$ cat config.mk
export PLATFORM = sky130hd
export DESIGN_NAME = base64_stream_encoder
export DESIGN_NICKNAME = d
export VERILOG_FILES = /design/src/design/b64e_pkg.sv /design/src/design/b64e_encode.sv /design/src/design/b64e_outbuf.sv /design/src/design/base64_stream_encoder.sv
export SDC_FILE = /design/constraint.sdc
export NUM_CORES = 1
export LEC_CHECK = 0
export ABC_AREA = 1
export BUFFER_PORTS_ARGS = -buffer_cell sky130_fd_sc_hd__buf_4
export CORE_MARGIN = 2
export CORE_UTILIZATION = 60
export DETAILED_ROUTE_END_ITERATION = 16
export GPL_TIMING_DRIVEN = 0
export PLACE_DENSITY = 0.87
export RECOVER_POWER = 25
export REMOVE_ABC_BUFFERS = 1
export SLEW_MARGIN = 10
export SYNTH_ARGS = -nofsm -noshare
export SYNTH_HDL_FRONTEND = slang
export SYNTH_HIERARCHICAL = 1
export SYNTH_SLANG_ARGS = --single-unit
$ cat constraint.sdc
create_clock -name clock -period 8.1 [get_ports clock]
set_clock_uncertainty 0.15 [all_clocks]
set_input_delay 1.62 -clock clock [delete_from_list [all_inputs] [get_ports clock]]
set_output_delay 1.62 -clock clock [all_outputs]
set_load 0.005 [all_outputs]
$ cat src/design/b64e_pkg.sv
package b64e_pkg;

   // Most characters that one input byte can produce: sym, sym, pad, pad, line feed.
   localparam int MaxChars = 5;
   localparam int LenWidth = $clog2(MaxChars + 1);
   localparam int PosWidth = $clog2(MaxChars);

   localparam logic [7:0] LineWidthReset = 8'd72;
   localparam logic [6:0] LfChar         = 7'd10;
   localparam logic [6:0] PadChar        = 7'd61;

   localparam logic [1:0] PhaseFirst  = 2'd0;
   localparam logic [1:0] PhaseSecond = 2'd1;
   localparam logic [1:0] PhaseThird  = 2'd2;

   typedef struct packed {
      logic [1:0] phase;
      logic [3:0] carry;
      logic [7:0] line_count;
   } enc_state_type;

   typedef struct packed {
      logic [MaxChars-1:0][6:0] chars;
      logic [LenWidth-1:0]      len;
      logic                     fin;
   } enc_result_type;

   // Maps a 6-bit value onto the standard base64 alphabet.
   function automatic logic [6:0] sym(input logic [5:0] v);
      logic [6:0] wide;
      logic [6:0] ch;
      wide = {1'b0, v};
      if (v < 6'd26) begin
         ch = wide + 7'd65;
      end else if (v < 6'd52) begin
         ch = wide + 7'd71;
      end else if (v < 6'd62) begin
         ch = wide - 7'd4;
      end else if (v == 6'd62) begin
         ch = 7'd43;
      end else begin
         ch = 7'd47;
      end
      return ch;
   endfunction

endpackage

$ cat src/design/b64e_encode.sv
module b64e_encode (
   input  b64e_pkg::enc_state_type  state_cur,
   input  logic [7:0]               data_byte,
   input  logic                     final_byte,
   input  logic [7:0]               line_width,
   output b64e_pkg::enc_state_type  state_next,
   output b64e_pkg::enc_result_type result
);

   logic [8:0] count_sum;
   logic       line_break;

   assign count_sum  = {1'b0, state_cur.line_count} + 9'd4;
   assign line_break = (count_sum >= {1'b0, line_width}) || count_sum[8];

   always_comb begin
      state_next   = state_cur;
      result.chars = '0;
      result.len   = b64e_pkg::LenWidth'(1);
      result.fin   = final_byte;
      case (state_cur.phase)
         b64e_pkg::PhaseSecond: begin
            result.chars[0]  = b64e_pkg::sym({state_cur.carry[1:0], data_byte[7:4]});
            state_next.carry = data_byte[3:0];
            state_next.phase = b64e_pkg::PhaseThird;
            if (final_byte) begin
               result.chars[1] = b64e_pkg::sym({data_byte[3:0], 2'b00});
               result.chars[2] = b64e_pkg::PadChar;
               result.chars[3] = b64e_pkg::LfChar;
               result.len      = b64e_pkg::LenWidth'(4);
            end
         end
         b64e_pkg::PhaseThird: begin
            result.chars[0]  = b64e_pkg::sym({state_cur.carry, data_byte[7:6]});
            result.chars[1]  = b64e_pkg::sym(data_byte[5:0]);
            result.chars[2]  = b64e_pkg::LfChar;
            state_next.carry = 4'd0;
            state_next.phase = b64e_pkg::PhaseFirst;
            // A line that is not broken after this group is never empty, so a
            // final byte always needs exactly one line feed here.
            result.len = (line_break || final_byte) ? b64e_pkg::LenWidth'(3)
                                                     : b64e_pkg::LenWidth'(2);
            state_next.line_count = line_break ? 8'd0 : count_sum[7:0];
         end
         default: begin
            result.chars[0]  = b64e_pkg::sym(data_byte[7:2]);
            state_next.carry = {2'b00, data_byte[1:0]};
            state_next.phase = b64e_pkg::PhaseSecond;
            if (final_byte) begin
               result.chars[1] = b64e_pkg::sym({data_byte[1:0], 4'b0000});
               result.chars[2] = b64e_pkg::PadChar;
               result.chars[3] = b64e_pkg::PadChar;
               result.chars[4] = b64e_pkg::LfChar;
               result.len      = b64e_pkg::LenWidth'(5);
            end
         end
      endcase
      if (final_byte) begin
         state_next = '0;
      end
   end

endmodule

$ cat src/design/b64e_outbuf.sv
module b64e_outbuf (
   input  logic                     clock,
   input  logic                     reset,
   input  logic                     load,
   input  b64e_pkg::enc_result_type result,
   output logic                     can_load,
   output logic                     rsp_tvalid,
   input  logic                     rsp_tready,
   output logic [7:0]               rsp_tdata,
   output logic                     rsp_tlast,
   output logic                     rsp_tuser
);

   logic [b64e_pkg::MaxChars-1:0][6:0] chars_ff;
   logic [b64e_pkg::LenWidth-1:0]      len_ff;
   logic                               fin_ff;
   logic [b64e_pkg::PosWidth-1:0]      pos_ff, pos_in;
   logic                               valid_ff, valid_in;
   logic                               last_char;
   logic                               take;

   assign last_char  = ({1'b0, pos_ff} + 1'b1) == {1'b0, len_ff};
   assign take       = valid_ff && rsp_tready;
   assign can_load   = !valid_ff || (rsp_tready && last_char);

   assign rsp_tvalid = valid_ff;
   assign rsp_tdata  = {1'b0, chars_ff[pos_ff]};
   assign rsp_tlast  = last_char;
   assign rsp_tuser  = last_char && fin_ff;

   always_comb begin
      valid_in = valid_ff;
      pos_in   = pos_ff;
      if (load) begin
         valid_in = 1'b1;
         pos_in   = '0;
      end else if (take && last_char) begin
         valid_in = 1'b0;
      end else if (take) begin
         pos_in = pos_ff + 1'b1;
      end
   end

   always_ff @(posedge clock) begin
      if (reset) begin
         valid_ff <= 1'b0;
         pos_ff   <= '0;
      end else begin
         valid_ff <= valid_in;
         pos_ff   <= pos_in;
      end
   end

   always_ff @(posedge clock) begin
      if (load) begin
         chars_ff <= result.chars;
         len_ff   <= result.len;
         fin_ff   <= result.fin;
      end
   end

`ifndef SYNTHESIS
   a_pos_in_range: assert property (@(posedge clock) disable iff (reset)
      valid_ff |-> ({1'b0, pos_ff} < len_ff) && (len_ff != '0))
      else $error("output position beyond buffered length");

   a_advance: assert property (@(posedge clock) disable iff (reset)
      (take && !last_char && !load) |=> valid_ff && (pos_ff == $past(pos_ff) + 1'b1))
      else $error("output position did not advance after a transaction");

   a_load_restart: assert property (@(posedge clock) disable iff (reset)
      load |=> valid_ff && (pos_ff == '0))
      else $error("new item did not restart the output buffer");

   a_no_overwrite: assert property (@(posedge clock) disable iff (reset)
      load |-> (!valid_ff || (take && last_char)))
      else $error("buffer loaded while characters were still pending");
`endif

endmodule

$ cat src/design/base64_stream_encoder.sv
// Streaming base64 encoder with the standard alphabet and line breaks. Message
// bytes arrive one per request transaction on req_tdata, with req_tlast set on
// the final byte; encoded ASCII characters leave one per response transaction.
// Each byte yields one character (two for the third byte of a group), a line
// feed follows any group that fills the line to csr_wdata characters (72 after
// reset), and the final byte adds a closing line feed and, if it leaves the
// group incomplete, the closing character and '=' padding, so one byte gives
// at most five characters. rsp_tlast marks the last character caused by each
// byte and rsp_tuser the last character of the whole message. The encoder
// takes one byte per cycle for as long as each byte yields a single character
// and the response port is ready; a byte that yields more characters holds
// the one-deep character buffer until all are taken, since the response port
// delivers one character per cycle. A new byte is accepted in the same cycle
// that the last character of the previous byte is taken. The line width
// register should only be written between transactions.
module base64_stream_encoder (
   input  logic       clock,
   input  logic       reset,
   input  logic       csr_we,
   input  logic [7:0] csr_wdata,    // line_width
   input  logic       req_tvalid,
   output logic       req_tready,
   input  logic [7:0] req_tdata,    // [7:0] data_byte
   input  logic       req_tlast,    // final_byte
   output logic       rsp_tvalid,
   input  logic       rsp_tready,
   output logic [7:0] rsp_tdata,    // [6:0] out_char, [7] zero
   output logic       rsp_tlast,    // run_last
   output logic       rsp_tuser     // message_end
);

   // Line width register, written by the configuration port.
   logic [7:0] line_width_ff;

   // Group phase, leftover bits and characters on the current line.
   b64e_pkg::enc_state_type  state_ff, state_in;
   b64e_pkg::enc_result_type result;

   logic can_load;
   logic load;

   assign req_tready = can_load;
   assign load       = req_tvalid && can_load;

   always_ff @(posedge clock) begin
      if (reset) begin
         line_width_ff <= b64e_pkg::LineWidthReset;
      end else if (csr_we) begin
         line_width_ff <= csr_wdata;
      end
   end

   // The encoder works directly on the accepted byte and the current state;
   // its characters land in the output buffer in the same edge.
   b64e_encode u_encode (
      .state_cur  (state_ff),
      .data_byte  (req_tdata),
      .final_byte (req_tlast),
      .line_width (line_width_ff),
      .state_next (state_in),
      .result     (result)
   );

   always_ff @(posedge clock) begin
      if (reset) begin
         state_ff <= '0;
      end else if (load) begin
         state_ff <= state_in;
      end
   end

   b64e_outbuf u_outbuf (
      .clock      (clock),
      .reset      (reset),
      .load       (load),
      .result     (result),
      .can_load   (can_load),
      .rsp_tvalid (rsp_tvalid),
      .rsp_tready (rsp_tready),
      .rsp_tdata  (rsp_tdata),
      .rsp_tlast  (rsp_tlast),
      .rsp_tuser  (rsp_tuser)
   );

endmodule

Word-level counts from Yosys, hierarchy flattened --
Cells that the tools add are included.
Storage, ports and cells: register bits after elaboration 65, output and inout bits 12, input port bits 22, logic and storage cells 114
Cells by class: bitwise logic cells 1, add/sub/neg operators 21, reduce and logical (&&, ||, !) cells 15, $lt $le $gt $ge 20, multiplexer cells 37, equality and inequality tests 7
Operator list (number):
- $mux 7 | 19
- $add 6x7->7 const B | 12
- $lt 6x6->1 const B | 12
- $pmux 24 s2 | 1
- $sub 6x3->7 const B | 6
- $lt 6x5->1 const B | 6
- $mux 25 | 1
- $eq 6x6->1 const B | 4
- $bmux 7 s3 | 1
- $mux 18 | 1
- $mux 3 | 6
- $mux 8 | 2
- $mux 14 | 1
- $pmux 7 s2 | 1
- $pmux 6 s2 | 1
- $add 8x3->9 const B | 1
- $ge 9x8->1 | 1
- $logic_and 1x1->1 | 5
- $add 3x1->4 const B | 1
- $eq 4x3->1 | 1
- $lt 3x4->1 const B | 1
- $reduce_and 2->1 | 2
- $reduce_bool 2->1 | 2
- $reduce_or 2->1 | 2
- 7 further kinds | 11

Logic depth before layout (Yosys ltp) --
Gate-level depths: netlist of the first run.
word-level depth 6, depth in mapped cells 15, gate-level depth less buffers 14

By module --
Netlist of the first run, hierarchy kept.
By module, submodules not included:
- b64e_encode | area each 2700.1 µm², seq. area each 0.0 µm², instances 1, cells each 489
- b64e_outbuf | area each 1770.4 µm², seq. area each 1251.2 µm², instances 1, cells each 147
- base64_stream_encoder | area each 865.8 µm², seq. area each 440.4 µm², instances 1, cells each 126

Worst setup path after synthesis of the first run --
OpenSTA, ideal clock, no wires.
kind input-to-output, start input port rsp_tready, end output port req_tready, path buffers 0, slack 4.539 ns, arrival time 1.791 ns, stages on the path 2, data required time 6.330 ns, cell sequence nand3_1 > nand2_1
Between the ends: word-level cells in the longest chain between the ends 2
Ends and longest elaborated chain:
- start, declared | line base64_stream_encoder.sv:26 | input logic rsp_tready,
- $logic_and 1x1->1 | line b64e_outbuf.sv:24 | assign can_load = !valid_ff || (rsp_tready && last_char);
- $logic_or 1x1->1 | line b64e_outbuf.sv:24
- end, declared | line base64_stream_encoder.sv:22 | output logic req_tready,
Every way passes these cells.

Worst setup path after layout of the first run --
start register u_outbuf/pos_ff[0] (netlist bit), end output port req_tready
Between the ends: word-level cells in the longest chain between the ends 4
Ends and longest elaborated chain:
- start, declared | line b64e_outbuf.sv:17 | logic [b64e_pkg::PosWidth-1:0] pos_ff, pos_in;
- start signal, assigned | line b64e_outbuf.sv:50 | pos_ff <= pos_in;
- $add 3x1->4 | line b64e_outbuf.sv:22 | assign last_char = ({1'b0, pos_ff} + 1'b1) == {1'b0, len_ff};
- $eq 4x3->1 | line b64e_outbuf.sv:22
- $logic_and 1x1->1 | line b64e_outbuf.sv:24
- $logic_or 1x1->1 | line b64e_outbuf.sv:24
Every way passes these cells.

==> results.toml, run 1 <==
[routing]
dr.pass1.iters = 5
drt_wl_total_mm = 12.3
avgViaCountPerCell = 5.57
drcViolationCount = 0
drt_iter0_markers = 331
wire_per_inst_um = 14.0
vias = 4904
ant_nets = 0

[timing]
setup_slack_ps = 4190
slew_headroom_pct = 46.8
slew_violations = 0
hold_violations = 0
setup-violations-final = 0
tightestPinTransition_ps = 797
period_minus_slack_ps = 3910
fin_crit_sh_pct = 48.3
rsz0062_at_grt = "false"
max_freq_mhz = 256
fin_hold_ws_ps = 317
setup_tns_ps = 0

[worst_setup_path]
rrSetupSlack_ps = 4750
crit_path_end = "req_tready"
path_max_fanout = 19
r2r-start = "u_outbuf/pos_ff[0]$_SDFFE_PP0P_"
cp-end-kind = "output port"
required_ps = 6330
cp.arrival_ps = 2140
r2r_cells = 11
critPathLaunch = "u_outbuf/pos_ff[0]$_SDFFE_PP0P_"
startpoint_type = "flip-flop"
critical_path_class = "reg2out"
timing.rr.end = "u_outbuf/pos_ff[1]$_SDFFE_PP0P_"

[clock_tree]
clock_latency_ps = 330
cts_tree = "built"
cts_buffers = 9
postCtsHoldBufs = 0
cts_sinks = 65
clkTransAtPathRegs_ps = 70
postCtsSetupRepairBufs = 0
clockBufferDepth = 2
post_cts_resized = 0
htree_levels = 3
clock-root-buffer = "clkbuf_8"

[synthesis]
synth_seq_cells = 65
ys_seq_area_share_pct = 31.7
syn_inst = 762
synthMostInstantiatedCell = "nand2_1"
synth_xor_area_share_pct = 2.30
ys_types = 44
synth_top_family_by_area = "simple AND/OR/NAND/NOR gates"
synthTopCellsByArea = "edfxtp_1 22%, nand2_1 14%, dfxtp_1 9.8%"
async_flop_share_pct = 0
synth_area_um2 = 5340
synth_compound_area_share_pct = 11.2
yosys.area_share.adder_pct = 8.58
synth_simple_gate_area_share_pct = 32.4
synth_top_cell_area_share_pct = 21.9
muxShareOfSynthArea_pct = 0
synth_edf_count = 39
yosys-top-cells-count = "204 x nand2_1, 90 x inv_1, 77 x nor2_1, 76 x nand3_1, 39 x edfxtp_1"
synth.avg_cell_area_um2 = 7.00
synthFlopType = "edfxtp_1"
yosysTopAreaCell = "edfxtp_1"
yosys_warnings = 6

[floorplan]
row_count = 34
io_pins = 34
die_h_um = 98.3
dieWidth_um = 98.3
dieArea_um2 = 9660
core_region_area_um2 = 8680
start_util_pct = 61.5

[global_route]
grt.total_usage_pct = 25.5
grt_pass1_wl_mm = 20.3
antenna_found_initial = 0
grt_overflow = 0
grt_pass1_vias = 4587
grt_max_degree = 42

[power]
power_density_nw_per_um2 = 166
ir_drop_v = 0.0000790
power_w = 0.000925
p_leak_nw = 2.63

[final_layout]
syn_to_final_growth_pct = 4.74
drive_gt1_share_pct = 11.3
utilization_pct = 64.4
num-nets-final = 825
n_antenna_cell = 0

[run_status]
outcome = "completed"

[place]
place_congestion = 0.982
port_buffers = 32
dpl.hpwl_mm = 9.04
pre_cts_ws_ps = 4240

[run]
maxCapViolations = 0

[hold_path]
hold_class = "reg2reg"
sequential cells by signal, summed over array words and instances, names as in the netlist:
name and cells:
u_outbuf/fin_ff 1, u_outbuf/pos_ff 3, state_ff 14, u_outbuf/len_ff 3
line_width_ff 8, u_outbuf/rsp_tvalid 1, u_outbuf/chars_ff 35
cell type report:
class / count / area [um2]
multi-input combinational: 555 / 2940
fill: 774 / 3090
tap: 108 / 135
timing repair buffer: 32 / 233
inverter: 104 / 395
sequential: 65 / 1690
clock inverter: 3 / 40.0
clock buffer: 13 / 159
cells by family after synthesis:
kind of cell / count (synthesis)
DFF: 65
buffers and inverters: 148
xor gates and xnor gates: 14
other: 2
and+or+nand+nor: 396
AOI/OAI and AO/OA: 101
adders and majority gates: 36
layout by cell type, fill, tap and decap left out, types with 8 or more instances in the layout:
master,synthesis,routed
edfxtp_1,39,39
a21oi_1,34,34
nand2_2,8,8
o211ai_1,8,8
o21ai_0,35,35
clkbuf_8,1,11
nor2_1,77,77
ha_1,35,35
dfxtp_1,26,26
inv_1,90,89
conb_1,2,8
nand3_1,76,76
buf_4,26,29
nand2_1,204,204
inv_2,12,13
xor2_1,12,12
power breakdown:
group          total (W)  switching [W]  internal, W
sequential      0.000408      0.0000194     0.000388
combinational   0.000245       0.000157    0.0000881
clock           0.000273       0.000114     0.000158
total           0.000925       0.000291     0.000635
per-stage QoR:
| step | std cells | area [um2] |
|---|---|---|
| 3_3_place_gp | 864 | 5400 |
| 4_1_cts | 880 | 5600 |
| 6_report | 880 | 5590 |
| 3_5_place_dp | 864 | 5400 |
| 5_1_grt | 880 | 5590 |
| 2_1_floorplan | 724 | 5020 |
worst min-delay path by stage:
stage | from | to | slack [ps] | cells past startpoint
after global routing | line_width_ff[6]$_SDFFE_PP1P_ | line_width_ff[6]$_SDFFE_PP1P_ | 350 | 2
after detailed placement | line_width_ff[3]$_SDFFE_PP1P_ | line_width_ff[3]$_SDFFE_PP1P_ | 300 | 2
after CTS | line_width_ff[6]$_SDFFE_PP1P_ | line_width_ff[6]$_SDFFE_PP1P_ | 320 | 2
final | line_width_ff[6]$_SDFFE_PP1P_ | line_width_ff[6]$_SDFFE_PP1P_ | 320 | 2
after global placement | line_width_ff[6]$_SDFFE_PP1P_ | line_width_ff[6]$_SDFFE_PP1P_ | 300 | 2
after floorplan | line_width_ff[3]$_SDFFE_PP1P_ | line_width_ff[3]$_SDFFE_PP1P_ | 280 | 2
worst max-delay path: stages, from the launching register on:
cell and delay (ps):
dfxtp_1 790, ha_1 360, nand2_1 80, nand3_2 80
nor2_2 160, nand3_1 100, nand2_1 120, buf_4 120
metal layers:
metal  GRT usage (%)  routed length, um
met3            4.37                811
met1            32.7               5250
met4            7.59                165
met5               0                  0
met2            44.1               6080
Note: power is estimated with default switching activity, not from simulation.
==> inputs of run 2 (changes only) <==
==> constraint.sdc (replaced) <==
create_clock -name clock -period 4.05 [get_ports clock]
set_clock_uncertainty 0.15 [all_clocks]
set_input_delay 0.81 -clock clock [delete_from_list [all_inputs] [get_ports clock]]
set_output_delay 0.81 -clock clock [all_outputs]
set_load 0.005 [all_outputs]
==> run 2 against run 1 <==
  * Clock power is 100% higher
  * Register-to-register slack worse by 4000 ps
  * Global-route usage stayed put
  * Sequential share of layout area hardly changed
  * Critical path type is now reg2reg
  * Setup slack worse by 3500 ps
  * Core utilization is 0.087 points lower
  * Largest cell class unchanged
  * Combinational power is 100% higher
  * Critical path depth is 4 higher
  * Die area stayed put
  * Cell count stayed put
  * Sequential power is 100% higher
  * Sequential cell count stayed put
==> results.toml, run 2 (synthesis gave the netlist of run 1 again) <==
[run_status]
outcome = "completed"

[global_route]
grt_pass1_vias = 4587
grt_max_degree = 42
grt.total_usage_pct = 25.5
antenna_found_initial = 0
grt_pass1_wl_mm = 20.3
grt_overflow = 0

[timing]
slew_headroom_pct = 46.7
hold_violations = 0
slew_violations = 0
period_minus_slack_ps = 3350
fin_crit_sh_pct = 82.7
setup_tns_ps = 0
setup-violations-final = 0
max_freq_mhz = 299
rsz0062_at_grt = "false"
tightestPinTransition_ps = 798
setup_slack_ps = 701

[final_layout]
syn_to_final_growth_pct = 4.60
num-nets-final = 825
drive_gt1_share_pct = 11.1
n_antenna_cell = 0
top_regs = "u_outbuf/chars_ff x35, state_ff x14, line_width_ff x8"
final_cell_mix = "204 x nand2_1, 89 x inv_1, 78 x nor2_1"
utilization_pct = 64.3
layout_commonest_cell = "nand2_1"
top_register = "u_outbuf/chars_ff"
final_cell_area_um2 = 5580
largest_reg_flops = 35

[worst_setup_path]
r2r-start = "u_outbuf/pos_ff[0]$_SDFFE_PP0P_"
timing.rr.end = "u_outbuf/pos_ff[1]$_SDFFE_PP0P_"
path_max_fanout = 41
cp.arrival_ps = 3420
r2r_cells = 11
startpoint_type = "flip-flop"
path_cells = "ha_1, nand2_1, nand3_2, nor2_2, nand3_1, nand2_1, nand2_2, inv_2, nor2_1, nand2_1, nor2_1"
crit_slowest_cell = "dfxtp_1"
cpMostUsedCell = "nand2_1"
required_ps = 4130
critical_path_class = "reg2reg"
slowest_delay_ps = 790
rrSetupSlack_ps = 700
cp-end-kind = "flip-flop"
crit_buf_inv = 1
critical_path.top_delay_family = "simple AND/OR/NAND/NOR gates"

[power]
p_leak_nw = 2.63
pwr-share-comb_pct = 26.4
seq_power_share_pct = 44.1
power_w = 0.00185
power_density_nw_per_um2 = 331
ir_drop_v = 0.000158
switching_share_pct = 31.4
internal_power_w = 0.00127
power.share.clock_pct = 29.5
p_sw_w = 0.000581

[routing]
vias = 4920
dr.pass1.iters = 5
drt_iter0_markers = 331
drt_wl_total_mm = 12.3
avgViaCountPerCell = 5.59
wire_per_inst_um = 14.0
drcViolationCount = 0
ant_nets = 0

[hold_path]
worstHoldStart = "line_width_ff[6]$_SDFFE_PP1P_"
min_path_cells = 2
hold_class = "reg2reg"
min_to = "line_width_ff[6]$_SDFFE_PP1P_"

[clock_tree]
postCtsSetupRepairBufs = 0
post_cts_resized = 0
cts_sinks = 65
cts_buffers = 9
clockBufferDepth = 2
clkTransAtPathRegs_ps = 70
postCtsHoldBufs = 0
htree_levels = 3
clock-root-buffer = "clkbuf_8"
cts_tree = "built"
clock_latency_ps = 340

[floorplan]
dieWidth_um = 98.3
dieArea_um2 = 9660
row_count = 34
io_pins = 34
die_h_um = 98.3
core_region_area_um2 = 8680
start_util_pct = 61.5

[place]
dpl.hpwl_mm = 9.04
place_congestion = 0.982
port_buffers = 32
placed_cell_area_um2 = 5400
pre_cts_ws_ps = 669

[run]
maxCapViolations = 0
run 2: changes by cell type in the layout (fill, tap and decap cells not counted):
cell,before,now
nor2_1,77,78
nor2_4,3,2
run 2: through the flow:
stage	hold slack, ps	instances
2_1_floorplan	279	724
3_3_place_gp	299	864
3_5_place_dp	300	864
4_1_cts	323	880
5_1_grt	353	880
6_report	317	880
run 2: worst max path at each step:
stage / cells past startpoint / slack, ps / endpoint / start
2_1_floorplan: 11 / 870 / u_outbuf/pos_ff[0]$_SDFFE_PP0P_ / u_outbuf/pos_ff[0]$_SDFFE_PP0P_
3_3_place_gp: 11 / 250 / u_outbuf/pos_ff[1]$_SDFFE_PP0P_ / u_outbuf/pos_ff[0]$_SDFFE_PP0P_
3_5_place_dp: 11 / 670 / u_outbuf/pos_ff[1]$_SDFFE_PP0P_ / u_outbuf/pos_ff[0]$_SDFFE_PP0P_
4_1_cts: 11 / 660 / u_outbuf/pos_ff[1]$_SDFFE_PP0P_ / u_outbuf/pos_ff[0]$_SDFFE_PP0P_
5_1_grt: 11 / 340 / u_outbuf/pos_ff[0]$_SDFFE_PP0P_ / u_outbuf/pos_ff[0]$_SDFFE_PP0P_
6_report: 11 / 700 / u_outbuf/pos_ff[1]$_SDFFE_PP0P_ / u_outbuf/pos_ff[0]$_SDFFE_PP0P_
run 2: worst min-delay path, cell delays in order (launching register included):
cell and delay [ps]:
dfxtp_1 330, nand2_1 50, nand3_1 50
run 2: routing by layer:
metal / share of wire, % / track usage [%] / vias up / wire (um)
li1: - / - / 2446 / -
met1: 42 / 32.7 / 2255 / 5210
met2: 49 / 44.1 / 200 / 6080
met3: 6.8 / 4.37 / 19 / 841
met4: 1.3 / 7.59 / 0 / 165
met5: 0 / 0 / - / 0
run 2: cell type report:
type / count / area (um2)
Clock buffer: 13 / 159
Clock inverter: 3 / 40.0
Fill cell: 774 / 3100
Inverter: 104 / 395
Multi-Input combinational cell: 555 / 2930
Sequential cell: 65 / 1690
Tap cell: 108 / 135
Timing Repair Buffer: 32 / 233
run 2: power by group through the flow:
stage                     sequential [W]  clock [W]  combinational, W
final                           0.000815   0.000545          0.000489
after floorplan                 0.000818          0          0.000332
after CTS                       0.000816   0.000556          0.000483
after global routing            0.000822   0.000591          0.000548
after global placement          0.000826          0          0.000465
after detailed placement        0.000830          0          0.000481
